==> src/ffba_pkg.sv <==
package ffba_pkg;

	localparam int HEAP_BLOCKS     = 4096;
	localparam int MAX_ENTRIES_DEF = 32;

	localparam int SIZE_W = 13;
	localparam int BLK_W  = 12;
	localparam int END_W  = 14;

	localparam logic [END_W-1:0] HEAP_LAST = END_W'(HEAP_BLOCKS - 1);
	localparam logic [END_W-1:0] HEAP_FIRST = END_W'(1);

	localparam logic OP_ALLOC = 1'b0;
	localparam logic OP_FREE  = 1'b1;

	typedef enum logic [1:0] {
		ST_OK       = 2'd0,
		ST_NOFIT    = 2'd1,
		ST_NOTFOUND = 2'd2,
		ST_FULL     = 2'd3
	} status_t;

	typedef struct packed {
		logic [SIZE_W-1:0] length;
		logic [BLK_W-1:0]  start;
	} entry_t;

	localparam int ENTRY_W = $bits(entry_t);

	typedef enum logic [2:0] {
		CMD_NONE,
		CMD_LOAD,
		CMD_SCAN,
		CMD_TAIL,
		CMD_UP,
		CMD_DOWN,
		CMD_FINISH
	} dp_cmd_t;

	typedef struct packed {
		dp_cmd_t cmd;
		logic    set_result;
		status_t status;
	} dp_ctl_t;

	typedef struct packed {
		logic op_alloc;
		logic size_zero;
		logic full;
		logic empty;
		logic hit;
		logic last;
		logic tail_fit;
		logic at_pos;
	} dp_stat_t;

	typedef enum logic [2:0] {
		S_IDLE,
		S_CHECK,
		S_SCAN,
		S_TAIL,
		S_UP,
		S_DOWN,
		S_FIN,
		S_RESP
	} ctrl_state_t;

endpackage

==> src/first_fit_block_allocator.sv <==
// First-fit block allocator over a heap of HEAP_BLOCKS blocks, one block
// sentinel at each end. Requests enter on the s_ channel: s_tuser selects
// allocate or free, s_tdata carries the size in blocks and the start block
// to free. Each request yields exactly one word on the m_ channel: status
// in m_tuser, granted start block in m_tdata (zero unless an allocate
// succeeded).
// One request is in flight at a time; s_tready is high only while idle.
// m_tvalid rises after the check state for a request refused up front
// (zero size, full table, free on an empty table), with no search or shift.
// The search walks the entries up to the match and the shift walks the
// rest, one entry per cycle through the read and write ports of the entry
// table; on an allocate the matched entry is read again by the shift.
// s_tready returns in the cycle after the word is taken.
// Reset empties the table at once; there is no clearing pass.
// A stalled receiver holds the result word in place on m_tdata/m_tuser and
// keeps s_tready low until the word is taken.
module first_fit_block_allocator #(
	parameter int MAX_ENTRIES = ffba_pkg::MAX_ENTRIES_DEF
) (
	input  logic        clk,
	input  logic        arst_n,
	input  logic        s_tvalid,
	output logic        s_tready,
	input  logic [31:0] s_tdata,   // [12:0] size_blocks, [24:13] block_index
	input  logic [0:0]  s_tuser,   // [0] operation
	output logic        m_tvalid,
	input  logic        m_tready,
	output logic [15:0] m_tdata,   // [11:0] start_block
	output logic [1:0]  m_tuser    // [1:0] status
);

	ffba_pkg::dp_ctl_t             ctl;
	ffba_pkg::dp_stat_t            stat;
	ffba_pkg::status_t             res_status;
	logic [ffba_pkg::BLK_W-1:0]    res_start;

	ffba_ctrl u_ctrl (
		.clk       (clk),
		.arst_n    (arst_n),
		.in_valid  (s_tvalid),
		.in_ready  (s_tready),
		.out_valid (m_tvalid),
		.out_ready (m_tready),
		.stat      (stat),
		.ctl       (ctl)
	);

	ffba_dp #(
		.MAX_ENTRIES (MAX_ENTRIES)
	) u_dp (
		.clk        (clk),
		.arst_n     (arst_n),
		.req_op     (s_tuser[0]),
		.req_size   (s_tdata[12:0]),
		.req_index  (s_tdata[24:13]),
		.ctl        (ctl),
		.stat       (stat),
		.res_status (res_status),
		.res_start  (res_start)
	);

	assign m_tdata = {4'b0000, res_start};
	assign m_tuser = res_status;

endmodule

==> src/ffba_ram.sv <==
module ffba_ram #(
	parameter int WIDTH = ffba_pkg::ENTRY_W,
	parameter int DEPTH = ffba_pkg::MAX_ENTRIES_DEF
) (
	input  logic                     clk,
	input  logic                     we,
	input  logic [$clog2(DEPTH)-1:0] waddr,
	input  logic [WIDTH-1:0]         wdata,
	input  logic [$clog2(DEPTH)-1:0] raddr,
	output logic [WIDTH-1:0]         rdata
);

	logic [WIDTH-1:0] mem [DEPTH];

	always_ff @(posedge clk) begin
		if (we) begin
			mem[waddr] <= wdata;
		end
		rdata <= mem[raddr];
	end

endmodule

==> src/ffba_dp.sv <==
module ffba_dp #(
	parameter int MAX_ENTRIES = ffba_pkg::MAX_ENTRIES_DEF
) (
	input  logic                           clk,
	input  logic                           arst_n,
	input  logic                           req_op,
	input  logic [ffba_pkg::SIZE_W-1:0]    req_size,
	input  logic [ffba_pkg::BLK_W-1:0]     req_index,
	input  ffba_pkg::dp_ctl_t              ctl,
	output ffba_pkg::dp_stat_t             stat,
	output ffba_pkg::status_t              res_status,
	output logic [ffba_pkg::BLK_W-1:0]     res_start
);

	localparam int IW = $clog2(MAX_ENTRIES);
	localparam int CW = $clog2(MAX_ENTRIES + 1);

	logic                          op_q;
	logic [ffba_pkg::SIZE_W-1:0]   size_q;
	logic [ffba_pkg::BLK_W-1:0]    index_q;
	logic [CW-1:0]                 count_q;
	logic [CW-1:0]                 rd_ptr_q;
	logic [CW-1:0]                 chk_q;
	logic [CW-1:0]                 pos_q;
	logic                          data_v_q;
	logic [ffba_pkg::END_W-1:0]    prev_end_q;
	ffba_pkg::status_t             status_q;
	logic [ffba_pkg::BLK_W-1:0]    start_q;

	ffba_pkg::entry_t              rdata;
	ffba_pkg::entry_t              wdata;
	logic [ffba_pkg::ENTRY_W-1:0]  rdata_raw;
	logic                          we;
	logic [IW-1:0]                 waddr;

	logic [ffba_pkg::END_W-1:0]    ent_start;
	logic [ffba_pkg::END_W-1:0]    ent_end;
	logic [ffba_pkg::END_W-1:0]    need;
	logic [CW-1:0]                 count_m1;
	logic [CW-1:0]                 chk_inc;
	logic [CW-1:0]                 chk_dec;
	logic                          gap_ok;
	logic                          hit;

	ffba_ram #(
		.WIDTH (ffba_pkg::ENTRY_W),
		.DEPTH (MAX_ENTRIES)
	) u_ram (
		.clk   (clk),
		.we    (we),
		.waddr (waddr),
		.wdata (wdata),
		.raddr (rd_ptr_q[IW-1:0]),
		.rdata (rdata_raw)
	);

	assign rdata     = ffba_pkg::entry_t'(rdata_raw);
	assign ent_start = {{(ffba_pkg::END_W - ffba_pkg::BLK_W){1'b0}}, rdata.start};
	assign ent_end   = ent_start + {{(ffba_pkg::END_W - ffba_pkg::SIZE_W){1'b0}}, rdata.length};
	assign need      = {{(ffba_pkg::END_W - ffba_pkg::SIZE_W){1'b0}}, size_q};
	assign count_m1  = count_q - CW'(1);
	assign chk_inc   = chk_q + CW'(1);
	assign chk_dec   = chk_q - CW'(1);
	assign gap_ok    = (ent_start > prev_end_q) && ((ent_start - prev_end_q) >= need);
	assign hit       = data_v_q && ((op_q == ffba_pkg::OP_ALLOC) ? gap_ok
	                                                             : (rdata.start == index_q));

	always_comb begin
		stat.op_alloc  = (op_q == ffba_pkg::OP_ALLOC);
		stat.size_zero = (size_q == '0);
		stat.full      = (count_q == CW'(MAX_ENTRIES));
		stat.empty     = (count_q == '0);
		stat.hit       = hit;
		stat.last      = data_v_q && (chk_q == count_m1);
		stat.tail_fit  = (ffba_pkg::HEAP_LAST > prev_end_q)
		                 && ((ffba_pkg::HEAP_LAST - prev_end_q) >= need);
		stat.at_pos    = data_v_q && (chk_q == pos_q);
	end

	always_comb begin
		we    = 1'b0;
		waddr = chk_q[IW-1:0];
		wdata = rdata;
		unique case (ctl.cmd)
			ffba_pkg::CMD_UP: begin
				we    = data_v_q;
				waddr = chk_inc[IW-1:0];
			end
			ffba_pkg::CMD_DOWN: begin
				we    = data_v_q;
				waddr = chk_dec[IW-1:0];
			end
			ffba_pkg::CMD_FINISH: begin
				we           = (op_q == ffba_pkg::OP_ALLOC);
				waddr        = pos_q[IW-1:0];
				wdata.start  = prev_end_q[ffba_pkg::BLK_W-1:0];
				wdata.length = size_q;
			end
			default: begin
				we = 1'b0;
			end
		endcase
	end

	always_ff @(posedge clk) begin
		if (ctl.cmd == ffba_pkg::CMD_LOAD) begin
			op_q    <= req_op;
			size_q  <= req_size;
			index_q <= req_index;
		end
		if (ctl.set_result) begin
			status_q <= ctl.status;
			start_q  <= '0;
		end else if (ctl.cmd == ffba_pkg::CMD_FINISH) begin
			status_q <= ffba_pkg::ST_OK;
			start_q  <= (op_q == ffba_pkg::OP_ALLOC) ? prev_end_q[ffba_pkg::BLK_W-1:0] : '0;
		end
	end

	always_ff @(posedge clk or negedge arst_n) begin
		if (!arst_n) begin
			count_q    <= '0;
			rd_ptr_q   <= '0;
			chk_q      <= '0;
			pos_q      <= '0;
			data_v_q   <= 1'b0;
			prev_end_q <= ffba_pkg::HEAP_FIRST;
		end else begin
			unique case (ctl.cmd)
				ffba_pkg::CMD_LOAD: begin
					rd_ptr_q   <= '0;
					data_v_q   <= 1'b0;
					prev_end_q <= ffba_pkg::HEAP_FIRST;
				end
				ffba_pkg::CMD_SCAN: begin
					if (hit) begin
						pos_q    <= chk_q;
						data_v_q <= 1'b0;
						rd_ptr_q <= (op_q == ffba_pkg::OP_ALLOC) ? count_m1 : chk_inc;
					end else begin
						data_v_q <= 1'b1;
						chk_q    <= rd_ptr_q;
						rd_ptr_q <= rd_ptr_q + CW'(1);
						if (data_v_q) begin
							prev_end_q <= ent_end;
						end
					end
				end
				ffba_pkg::CMD_TAIL: begin
					pos_q <= count_q;
				end
				ffba_pkg::CMD_UP: begin
					data_v_q <= 1'b1;
					chk_q    <= rd_ptr_q;
					rd_ptr_q <= rd_ptr_q - CW'(1);
				end
				ffba_pkg::CMD_DOWN: begin
					data_v_q <= 1'b1;
					chk_q    <= rd_ptr_q;
					rd_ptr_q <= rd_ptr_q + CW'(1);
				end
				ffba_pkg::CMD_FINISH: begin
					count_q <= (op_q == ffba_pkg::OP_ALLOC) ? count_q + CW'(1)
					                                        : count_q - CW'(1);
				end
				default: begin
					data_v_q <= data_v_q;
				end
			endcase
		end
	end

	assign res_status = status_q;
	assign res_start  = start_q;

endmodule

==> src/ffba_ctrl.sv <==
module ffba_ctrl (
	input  logic                clk,
	input  logic                arst_n,
	input  logic                in_valid,
	output logic                in_ready,
	output logic                out_valid,
	input  logic                out_ready,
	input  ffba_pkg::dp_stat_t  stat,
	output ffba_pkg::dp_ctl_t   ctl
);

	ffba_pkg::ctrl_state_t state_q;
	ffba_pkg::ctrl_state_t state_d;

	always_ff @(posedge clk or negedge arst_n) begin
		if (!arst_n) begin
			state_q <= ffba_pkg::S_IDLE;
		end else begin
			state_q <= state_d;
		end
	end

	always_comb begin
		state_d        = state_q;
		in_ready       = 1'b0;
		out_valid      = 1'b0;
		ctl.cmd        = ffba_pkg::CMD_NONE;
		ctl.set_result = 1'b0;
		ctl.status     = ffba_pkg::ST_OK;
		unique case (state_q)
			ffba_pkg::S_IDLE: begin
				in_ready = 1'b1;
				if (in_valid) begin
					ctl.cmd = ffba_pkg::CMD_LOAD;
					state_d = ffba_pkg::S_CHECK;
				end
			end
			ffba_pkg::S_CHECK: begin
				if (stat.op_alloc && stat.size_zero) begin
					ctl.set_result = 1'b1;
					ctl.status     = ffba_pkg::ST_NOFIT;
					state_d        = ffba_pkg::S_RESP;
				end else if (stat.op_alloc && stat.full) begin
					ctl.set_result = 1'b1;
					ctl.status     = ffba_pkg::ST_FULL;
					state_d        = ffba_pkg::S_RESP;
				end else if (stat.empty) begin
					if (stat.op_alloc) begin
						state_d = ffba_pkg::S_TAIL;
					end else begin
						ctl.set_result = 1'b1;
						ctl.status     = ffba_pkg::ST_NOTFOUND;
						state_d        = ffba_pkg::S_RESP;
					end
				end else begin
					ctl.cmd = ffba_pkg::CMD_SCAN;
					state_d = ffba_pkg::S_SCAN;
				end
			end
			ffba_pkg::S_SCAN: begin
				ctl.cmd = ffba_pkg::CMD_SCAN;
				if (stat.hit) begin
					if (stat.op_alloc) begin
						state_d = ffba_pkg::S_UP;
					end else if (stat.last) begin
						state_d = ffba_pkg::S_FIN;
					end else begin
						state_d = ffba_pkg::S_DOWN;
					end
				end else if (stat.last) begin
					if (stat.op_alloc) begin
						state_d = ffba_pkg::S_TAIL;
					end else begin
						ctl.set_result = 1'b1;
						ctl.status     = ffba_pkg::ST_NOTFOUND;
						state_d        = ffba_pkg::S_RESP;
					end
				end
			end
			ffba_pkg::S_TAIL: begin
				ctl.cmd = ffba_pkg::CMD_TAIL;
				if (stat.tail_fit) begin
					state_d = ffba_pkg::S_FIN;
				end else begin
					ctl.set_result = 1'b1;
					ctl.status     = ffba_pkg::ST_NOFIT;
					state_d        = ffba_pkg::S_RESP;
				end
			end
			ffba_pkg::S_UP: begin
				ctl.cmd = ffba_pkg::CMD_UP;
				if (stat.at_pos) begin
					state_d = ffba_pkg::S_FIN;
				end
			end
			ffba_pkg::S_DOWN: begin
				ctl.cmd = ffba_pkg::CMD_DOWN;
				if (stat.last) begin
					state_d = ffba_pkg::S_FIN;
				end
			end
			ffba_pkg::S_FIN: begin
				ctl.cmd = ffba_pkg::CMD_FINISH;
				state_d = ffba_pkg::S_RESP;
			end
			ffba_pkg::S_RESP: begin
				out_valid = 1'b1;
				if (out_ready) begin
					state_d = ffba_pkg::S_IDLE;
				end
			end
			default: begin
				state_d = ffba_pkg::S_IDLE;
			end
		endcase
	end

endmodule
==> config.mk <==
export PLATFORM = sky130hd
export DESIGN_NAME = first_fit_block_allocator
export DESIGN_NICKNAME = d
export VERILOG_FILES = /design/src/ffba_pkg.sv /design/src/first_fit_block_allocator.sv /design/src/ffba_ram.sv /design/src/ffba_dp.sv /design/src/ffba_ctrl.sv
export SDC_FILE = /design/constraint.sdc
export NUM_CORES = 1
export LEC_CHECK = 0
export BUFFER_PORTS_ARGS = -buffer_cell sky130_fd_sc_hd__buf_2
export CORE_UTILIZATION = 40
export CTS_CLUSTER_SIZE = 24
export DETAILED_ROUTE_END_ITERATION = 16
export HOLD_SLACK_MARGIN = 0.05
export PLACE_DENSITY = 0.56
export SETUP_SLACK_MARGIN = 0.2
export SLEW_MARGIN = 20
export SYNTH_ARGS = -nofsm -noshare
export SYNTH_HDL_FRONTEND = slang
export SYNTH_SLANG_ARGS = --single-unit
==> constraint.sdc <==
create_clock -name clk -period 7.3 [get_ports clk]
set_input_delay 0 -clock clk [delete_from_list [all_inputs] [get_ports clk]]
set_output_delay 0 -clock clk [all_outputs]
set_load 0.05 [all_outputs]
==> results of run 1 <==
==> sequential cells by signal, summed over array words and instances (netlist names), 6 cells and up <==
signal,flops
u_dp.pos_q,6
u_dp.u_ram.mem,800
u_dp.size_q,13
u_dp.rd_ptr_q,6
u_dp.res_start,12
u_dp.prev_end_q,14
u_dp.count_q,6
u_dp.u_ram.rdata,25
u_dp.chk_q,6
u_dp.index_q,12
==> cell type report <==
class | count | area, µm²
Multi-Input combinational cell | 891 | 10700
Tap cell | 1243 | 1560
Inverter | 48 | 180
Clock buffer | 139 | 2670
Sequential cell | 907 | 26700
Timing Repair Buffer | 142 | 1110
Clock inverter | 41 | 518
Fill cell | 7692 | 48800
==> logic make-up after synthesis <==
logic type                 count (synthesis)  share of synthesized area [%]
other                                      1                         0.0100
AOI/OAI and AO/OA                        188                           3.49
xor gates and xnor gates                  64                           1.55
and+or+nand+nor                          268                           3.42
buffers and inverters                    147                           1.70
muxes                                    308                           16.7
adders and majority gates                 59                           2.01
DFF                                      907                           71.1
==> layout by cell type, fill, tap and decap left out, types with 20 or more instances in the layout <==
cell type,Yosys,routed
a21oi_1,50,50
buf_2,26,45
buf_4,6,46
clkbuf_1,54,32
clkbuf_16,0,96
dfrtp_1,41,36
dfxtp_1,37,37
dlygate4sd3_1,0,48
edfxtp_1,828,828
ha_1,57,57
inv_1,46,46
mux2_2,27,27
mux2i_1,27,27
mux4_2,250,250
nand2_1,73,72
nor2_1,89,57
nor2_4,0,32
nor3_1,21,21
o21ai_0,44,20
xnor2_1,29,29
xor2_1,33,33
==> routing by layer <==
layer	GRT usage [%]	part of all wire (%)
met1	28.8	42
met2	33.1	48
met3	3.41	6.2
met4	7.31	3.2
met5	0	0
==> where the power goes <==
part | switching, mW | internal (mW) | leakage [nW]
sequential | 0.630 | 7.29 | 8.30
combinational | 4.13 | 2.76 | 4.30
clock | 2.05 | 2.82 | 1.54
==> per-stage QoR <==
step	instances	hold slack, ps	setup slack, ps	area (µm²)
3_3_place_gp	3182	177	2190	39600
5_1_grt	3411	52.8	2070	43400
4_1_cts	3409	51.6	2390	43300
2_1_floorplan	1945	-296	3220	37500
6_report	3411	78.7	2380	43400
3_5_place_dp	3182	178	2440	39600
==> path summary, 6_finish.rpt <==
| check | depth (start not counted) | start | to | slack, ps |
|---|---|---|---|---|
| worst max-delay path | 17 | u_dp.prev_end_q[0] | u_dp.res_status[0] | 2380 |
| worst min-delay path | 2 | s_tdata[0] | u_dp.size_q[0] | 80 |
| worst max register to register | 17 | u_dp.prev_end_q[0] | u_dp.res_status[0] | 2380 |
| worst min register to register | 2 | u_dp.res_start[3] | u_dp.res_start[3] | 490 |
| max in group asynchronous | 5 | arst_n | u_dp.prev_end_q[7] | 5830 |
| min in group asynchronous | 3 | arst_n | u_dp.count_q[0] | 350 |
==> Yosys cell counts, drive strengths merged (3+ instances only) <==
master,instances
edfxtp,828
mux4,250
nor2,89
nand2,73
ha,57
clkbuf,54
a21oi,53
o21ai,47
inv,46
buf,45
dfrtp,41
dfxtp,37
xor2,33
mux2,31
xnor2,30
mux2i,27
nor3,22
nand3,15
a21o,11
nand2b,11
nand4,11
nor2b,10
a211oi,9
nor4,9
o211ai,9
o21bai,8
nor3b,7
or3,6
a31oi,5
a211o,4
a221oi,4
and2,4
nand3b,4
o21a,4
o221ai,4
o22ai,4
o311ai,4
and3,3
o31ai,3
o32ai,3
==> timing repair <==
action | 4_1_cts | 5_1_grt
hold buffers | 47 | 1
setup endpoints to repair | 0 | 0
hold endpoints to repair | 82 | 13
==> flow_metrics.py, run 1 <==
metrics = {
    "hold_path": {
        "hold_path_class": "input pin to flip-flop",
    },
    "clocking": {
        "root_buffer": "clkbuf_16",
        "clock_latency_ps": 690,
        "numCtsBuffers": 95,
        "cts-htree-levels": 3,
        "cts_buffer_depth": 3,
        "cts_setup_buffers": 0,
        "cts_sinks": 907,
        "cts_tree": "built",
        "clk_pin_slew_worst_paths_ps": 60,
        "post_cts_resized": 0,
    },
    "worst_setup_path": {
        "crit_path_cell_trace": "ha_1, inv_1, fa_1, a211oi_1, o211ai_1, and2_1, a21oi_1, o21bai_1, xor2_1, ha_1, o21ai_1, nand2b_1, a211oi_1, o221ai_2, o311a_4, o31ai_4, nand2b_1",
        "cp_slowest_cell": "dfstp_2",
        "worstPathArrival_ps": 5260,
        "end_kind": "flip-flop",
        "crit_fanout": 13,
        "cp_top_family": "compound AO/OA/AOI/OAI gates",
        "path_class": "flip-flop to flip-flop",
        "path_buf_inv": 1,
        "crit_required_ps": 7630,
        "start_kind": "flip-flop",
        "slowest_delay_ps": 580,
    },
    "yosys": {
        "synthArstFlopShare_pct": 4.63,
        "ys_seq_area_share_pct": 71.1,
        "syn_inst": 1942,
        "synth_top_cell_area_share_pct": 66.3,
        "synth_warnings": 0,
        "synth.area.top_cells": "edfxtp_1 66%, mux4_2 15%, dfrtp_1 2.7%",
        "synth_edf_count": 828,
        "ys.flop_type": "edfxtp_1",
        "avgSynthCellArea_um2": 19.3,
        "yosys.area.top_type": "edfxtp_1",
        "ys_types": 80,
        "synth-seq-cells": 907,
        "synth_area_mm2": 0.0375,
    },
    "status": {
        "status": "complete, no violations",
    },
    "die": {
        "io_pins": 57,
        "initial_core_util_pct": 40.7,
        "die_x_um": 308,
        "die_y_um": 308,
        "core_area_mm2": 0.0922,
        "die-area_mm2": 0.0950,
        "num_rows": 111,
    },
    "sta": {
        "finalMaxSlewViolations": 0,
        "rsz0062_at_grt": "false",
        "finalSetupTns_ps": 0,
        "max_slew_margin_pct": 24.9,
        "finalSetupViolCount": 0,
        "finClkSkew_ps": 62.3,
        "fin_crit_sh_pct": 67.4,
        "fmax_ghz": 0.203,
        "tightest_slew_ps": 1130,
        "finalHoldViolCount": 0,
        "min_period_ps": 4920,
    },
    "global_route": {
        "track_usage_pct": 20.7,
        "grt_pass1_vias": 19500,
        "grt_pass1_wl_um": 139000,
        "antenna_found_initial": 3,
        "grt_overflow": 0,
        "grt_max_degree": 126,
    },
    "layout": {
        "syn_to_final_growth_pct": 15.8,
        "final_core_util_pct": 47.1,
        "n_antenna_cell": 0,
        "drive_gt1_share_pct": 27.8,
        "final_nets": 2181,
    },
    "routing": {
        "drc": 0,
        "firstDrtPassIters": 7,
        "avgViaCountPerCell": 5.66,
        "totalWireLength_um": 97100,
        "num_vias": 19300,
        "drt_iter0_markers": 1973,
        "ant_nets": 0,
        "wl_per_cell_um": 28.5,
    },
    "power_and_ir_drop": {
        "peakVddDrop_mv": 0.312,
        "fin_total_pwr_mw": 19.7,
        "p_leak_nw": 14.1,
        "p_per_area_mw_per_mm2": 453,
    },
    "placement": {
        "gp_congestion": 0.837,
        "io_buffer_count": 45,
        "hpwl_um": 53000,
    },
    "job": {
        "cap_violations": 0,
    },
}
Note: power is estimated with default switching activity, not from simulation.
==> run 2, diff against run 1 <==
Settings changed: ABC_AREA set to 1.
Clock period 7.3 ns to 5.1 ns, I/O delays scaled along.
==> flow_metrics.py, run 2 <==
metrics = {
    "status": {
        "status": "complete, no violations",
    },
    "yosys": {
        "syn_inst": 3196,
        "synth_fa_ha_area_share_pct": 1.97,
        "synth_mux_area_share_pct": 0,
        "synth_common_cells": "828 x edfxtp_1, 514 x nor2_1, 504 x o21ai_0, 321 x nand2_1, 156 x clkbuf_1",
        "avgSynthCellArea_um2": 11.9,
        "synthArstFlopShare_pct": 4.63,
        "synth_warnings": 0,
        "synth_xor_area_share_pct": 1.03,
        "synth.area.top_cells": "edfxtp_1 65%, o21ai_0 6.6%, nor2_1 5.1%",
        "yosys.area.top_type": "edfxtp_1",
        "synth_top_cell_area_share_pct": 65.2,
        "synth_compound_area_share_pct": 12.7,
        "ys.flop_type": "edfxtp_1",
        "synthSimpleGateAreaFrac_pct": 11.0,
        "synth_edf_count": 828,
        "synth_area_mm2": 0.0382,
        "synth-seq-cells": 907,
        "ys_seq_area_share_pct": 69.9,
        "yosysMostFrequentCell": "edfxtp_1",
        "synth_top_family_by_area": "compound AO/OA/AOI/OAI gates",
        "ys_types": 57,
    },
    "worst_setup_path": {
        "slowest_delay_ps": 1110,
        "path_class": "flip-flop to flip-flop",
        "cp_top_family": "simple AND/OR/NAND/NOR gates",
        "cp_slowest_cell": "nor2_4",
        "crit_fanout": 25,
        "path_buf_inv": 3,
        "crit_path_cell_trace": "inv_1, nor3_2, inv_1, nand2_1, inv_1, o22ai_2, nand3_1, nor2_4",
        "crit_required_ps": 5370,
        "worstPathArrival_ps": 4190,
        "end_kind": "flip-flop",
        "start_kind": "flip-flop",
        "path_common_cell": "inv_1",
    },
    "routing": {
        "drc": 0,
        "ant_nets": 0,
        "totalWireLength_um": 108000,
        "firstDrtPassIters": 5,
        "avgViaCountPerCell": 5.54,
        "drt_iter0_markers": 2628,
        "wl_per_cell_um": 23.3,
        "num_vias": 25600,
    },
    "sta": {
        "finalHoldViolCount": 0,
        "min_period_ps": 3920,
        "fin_crit_sh_pct": 76.9,
        "finClkSkew_ps": 18.4,
        "finalSetupTns_ps": 0,
        "finalSetupViolCount": 0,
        "tightest_slew_ps": 1110,
        "finalMaxSlewViolations": 0,
        "rsz0062_at_grt": "false",
        "fmax_ghz": 0.255,
        "max_slew_margin_pct": 25.8,
    },
    "die": {
        "num_rows": 112,
        "initial_core_util_pct": 40.6,
        "die-area_mm2": 0.0966,
        "die_x_um": 311,
        "die_y_um": 311,
        "core_area_mm2": 0.0939,
        "io_pins": 57,
    },
    "clocking": {
        "cts-htree-levels": 3,
        "numCtsBuffers": 92,
        "post_cts_resized": 0,
        "clk_pin_slew_worst_paths_ps": 60,
        "cts_sinks": 907,
        "clock_latency_ps": 660,
        "cts_hold_buf": 53,
        "cts_tree": "built",
        "root_buffer": "clkbuf_16",
        "cts_setup_buffers": 0,
        "cts_buffer_depth": 3,
    },
    "layout": {
        "drive_gt1_share_pct": 11.2,
        "n_antenna_cell": 0,
        "fill_cells": 8590,
        "fin_cells": 4614,
        "final_nets": 3383,
        "layout_commonest_cell": "edfxtp_1",
        "largest_register_ffs": 800,
        "syn_to_final_growth_pct": 14.7,
        "top_register": "u_dp.u_ram.mem",
        "largest_registers": "u_dp.u_ram.mem (800), u_dp.u_ram.rdata (25), u_dp.prev_end_q (14)",
        "layout_common_cells": "828 x edfxtp_1, 480 x nor2_1, 479 x o21ai_0",
    },
    "power_and_ir_drop": {
        "p_per_area_mw_per_mm2": 654,
        "peakVddDrop_mv": 0.350,
        "p_leak_nw": 14.9,
    },
    "placement": {
        "io_buffer_count": 45,
        "placed_cells": 4393,
        "gp_congestion": 0.936,
        "hpwl_um": 61700,
    },
    "global_route": {
        "antenna_found_initial": 3,
        "grt_pass1_vias": 24100,
        "grt_overflow": 0,
        "grt_max_degree": 180,
        "grt_pass1_wl_um": 159000,
        "track_usage_pct": 21.9,
    },
    "job": {
        "cap_violations": 0,
    },
    "hold_path": {
        "hold_path_class": "input pin to flip-flop",
    },
}
## run 2: cell count changes after synthesis, moves of 23 or more
cell / before / now
inv_1: 46 / 123
mux4_2: 250 / 0
o21ai_0: 44 / 504
clkbuf_1: 54 / 156
o221ai_1: 3 / 53
mux2i_1: 27 / 0
xnor2_1: 29 / 6
o22ai_1: 3 / 153
nand4_1: 11 / 37
nand3_1: 15 / 77
mux2_2: 27 / 0
nor2_1: 89 / 514
nand2_1: 73 / 321
## run 2: worst reg2reg max path, cell delays in order (launching register included)
cell and delay, ps:
dfrtp_1 440, inv_1 160, nor3_2 420, inv_1 210
nand2_1 120, inv_1 80, o22ai_2 300, nand3_1 680
nor2_4 1120
## run 2: layout make-up
class                      count  area [µm²]  share of cell area (%)
sequential                   907       26700                    60.9
clock inverter                48         453                    1.03
inverter                     130         500                    1.14
multi-input combinational   1965       10600                    24.1
tap                         1254        1570                    3.58
timing repair buffer         191        1530                    3.50
clock buffer                 119        2480                    5.66
## run 2: where the power goes
group          switching [mW]  internal, mW
logic                    8.30          3.05
clock network            2.85          3.78
registers               0.537          10.1
total                    11.7          16.9
## run 2: per-layer routing
| layer | up-vias | GRT usage (%) | wire [µm] |
|---|---|---|---|
| met3 | 151 | 2.73 | 6050 |
| met5 | - | 0 | 7 |
| li1 | 11800 | - | - |
| met1 | 12800 | 31.3 | 48500 |
| met4 | 2 | 5.36 | 2330 |
| met2 | 752 | 35.3 | 50700 |
## run 2: cells by family after synthesis
kind of cell             Yosys count
AND/OR/NAND/NOR                 1014
XOR/XNOR                          45
other                              1
adder cells (fa/ha/maj)           59
AO/OA/AOI/OAI                    843
buffers and inverters            327
flip-flops                       907
## run 2: stage by stage
stage | utilization, % | setup slack (ps) | instance area [µm²] | power [mW] | hold WS [ps]
global placement | 42.9 | 1250 | 40300 | 21.9 | 178
floorplan | - | 1830 | 38200 | 17.8 | -296
CTS | 46.6 | 1220 | 43800 | 28.6 | 51.6
global route | 46.6 | 924 | 43800 | 30.1 | 95.4
finish | 46.6 | 1180 | 43800 | 28.6 | 103
detailed placement | 42.9 | 1240 | 40300 | 22.0 | 178
## run 2: path summary, 6_finish.rpt
check	slack [ps]	start	depth (start not counted)	end
setup / recovery	1180	u_ctrl.state_q[2]	8	u_dp.u_ram.mem[27][24]
hold / removal	100	s_tdata[19]	2	u_dp.index_q[6]
setup reg to reg	1180	u_ctrl.state_q[2]	8	u_dp.u_ram.mem[27][24]
hold reg to reg	470	u_dp.prev_end_q[11]	2	u_dp.prev_end_q[11]
max in group asynchronous	4230	arst_n	3	u_dp.rd_ptr_q[0]
min in group asynchronous	430	arst_n	3	u_dp.data_v_q
==> run 3, diff against run 2 <==
Settings changed: ABC_AREA 1 to 0.
Clock period 5.1 ns to 4.1 ns, I/O delays scaled along.
==> flow_metrics.py, run 3 (same netlist as run 1, synthesis figures left out) <==
metrics = {
    "worst_setup_path": {
        "crit_fanout": 3,
        "crit_required_ps": 4460,
        "cp-startpoint": "u_dp.prev_end_q[0]",
        "end_kind": "flip-flop",
        "worstPathArrival_ps": 4460,
        "r2r_start": "u_dp.prev_end_q[0]",
        "path_class": "flip-flop to flip-flop",
        "start_kind": "flip-flop",
    },
    "power_and_ir_drop": {
        "p_sw_share_pct": 35.0,
        "power_frac_comb_pct": 37.7,
        "fin_total_pwr_mw": 36.3,
        "peakVddDrop_mv": 0.401,
        "clkPwrFrac_pct": 23.6,
        "seq_power_share_pct": 38.7,
        "p_leak_nw": 14.7,
        "p_per_area_mw_per_mm2": 815,
        "power_switching_mw": 12.7,
        "internal_power_mw": 23.6,
    },
    "global_route": {
        "grt_pass1_wl_um": 140000,
        "grt_max_degree": 41,
        "track_usage_pct": 20.6,
        "grt_pass1_vias": 20200,
        "antenna_found_initial": 4,
        "grt_overflow": 0,
    },
    "routing": {
        "drc": 0,
        "ant_nets": 0,
        "totalWireLength_um": 95400,
        "num_vias": 19500,
        "drt_iter0_markers": 1716,
        "wl_per_cell_um": 27.1,
        "avgViaCountPerCell": 5.55,
        "firstDrtPassIters": 5,
    },
    "clocking": {
        "clock_latency_ps": 670,
        "numCtsBuffers": 96,
        "cts_sinks": 907,
        "cts_tree": "built",
        "cts-htree-levels": 3,
        "root_buffer": "clkbuf_16",
        "clk_pin_slew_worst_paths_ps": 60,
        "cts_buffer_depth": 3,
    },
    "sta": {
        "fmax_ghz": 0.244,
        "rsz0062_at_grt": "true",
        "finalMaxSlewViolations": 0,
        "finalHoldViolCount": 0,
        "min_period_ps": 4090,
        "finalSetupViolCount": 0,
        "finClkSkew_ps": 30.3,
        "fin_crit_sh_pct": 99.9,
        "max_slew_margin_pct": 23.8,
        "tightest_slew_ps": 1140,
    },
    "die": {
        "io_pins": 57,
        "initial_core_util_pct": 40.7,
        "die_x_um": 308,
        "die_y_um": 308,
        "core_area_mm2": 0.0922,
        "num_rows": 111,
        "die-area_mm2": 0.0950,
    },
    "layout": {
        "fin_cells": 3518,
        "largest_registers": "u_dp.u_ram.mem (800), u_dp.u_ram.rdata (25), u_dp.prev_end_q (14)",
        "layout_common_cells": "828 x edfxtp_1, 250 x mux4_2, 123 x buf_4",
        "largest_register_ffs": 800,
        "final_nets": 2290,
        "layout_commonest_cell": "edfxtp_1",
        "drive_gt1_share_pct": 32.1,
        "syn_to_final_growth_pct": 18.8,
        "top_register": "u_dp.u_ram.mem",
    },
    "placement": {
        "hpwl_um": 59800,
        "placed_cells": 3273,
        "gp_congestion": 0.850,
        "io_buffer_count": 45,
    },
    "status": {
        "status": "complete, no violations",
    },
    "job": {
        "cap_violations": 0,
    },
    "hold_path": {
        "hold_path_class": "input pin to flip-flop",
        "holdCritStartpoint": "s_tdata[15]",
    },
}
## run 3: cell types whose count changed in the layout (fill, tap and decap cells not counted), sizes merged, moves of 27 or more
cell / change
nand3: -68
o221ai: -49
buf: +57
nand4: -27
mux4: +250
nand2: -258
o21ai: -470
o22ai: -150
inv: -82
mux2: +31
nor2: -436
mux2i: +27
## run 3: critical path: stages, from the launching register on
cell	delay (ps)
dfstp_2	560
ha_4	140
inv_2	40
fa_2	380
a211oi_4	250
o211ai_1	140
and2_4	170
a21oi_2	110
o21bai_1	100
xor2_1	150
ha_1	270
o21ai_1	140
nand2b_1	80
a211oi_2	220
o221ai_2	180
buf_4	170
o311a_4	330
o31ai_4	210
nand2b_4	180
## run 3: path summary, 6_finish.rpt
path,end,slack [ps],depth (start not counted)
worst min register to register,u_dp.res_start[6],490,2
worst max register to register,u_dp.res_status[1],5,18
worst max-delay path,u_dp.res_status[1],5,18
max in group asynchronous,u_dp.count_q[3],2340,4
worst min-delay path,u_dp.index_q[2],90,2
min in group asynchronous,u_dp.pos_q[2],560,3
## run 3: through the flow
step / util, % / hold slack, ps / setup slack [ps] / cell area (µm²) / setup TNS (ps)
after floorplan: - / -296 / 206 / 37500 / 0
after global placement: 43.9 / 176 / -40.5 / 40500 / -243
after detailed placement: 43.9 / 178 / -79.3 / 40500 / -757
after CTS: 48.1 / 52.4 / -15.9 / 44400 / -110
after global routing: 48.3 / 72.6 / -152 / 44500 / -4170
final: 48.3 / 91.5 / 5.18 / 44500 / 0
## run 3: metal layers
layer  wire length (µm)  part of all wire, %  GRT usage, %  vias up
met5                 27                0.028             0        -
met4               2180                  2.3          5.35        4
met3               4650                  4.9          3.08      130
met2              47300                   50          34.0      541
met1              41200                   43          28.5    10400
li1                   -                    -             -     8392
## run 3: power by group through the flow
stage	Clock [mW]	Sequential, mW	Combinational, mW
finish	8.56	14.0	13.7
global route	9.09	14.2	14.7
CTS	8.76	14.1	13.6
detailed placement	0	14.3	13.2
global placement	0	14.2	13.0
floorplan	0	13.7	8.77
## run 3: layout make-up
| type | instances | area [µm²] |
|---|---|---|
| fillers | 7634 | 47700 |
| flip-flops and latches | 907 | 26700 |
| multi-input cells | 891 | 10800 |
| clock buffers | 120 | 2560 |
| repair buffers | 250 | 2180 |
| well taps | 1243 | 1560 |
| clock inverters | 58 | 571 |
| inverters | 48 | 180 |
| diodes | 1 | 2.50 |
## run 3: repair_timing
action	CTS	global route
endpoints found under the hold margin	71	0
setup endpoints to repair	51	51
hold buffers	54	0
gates cloned	1	1
pin swaps	26	8
gates resized for setup	30	17
setup buffers	7	2
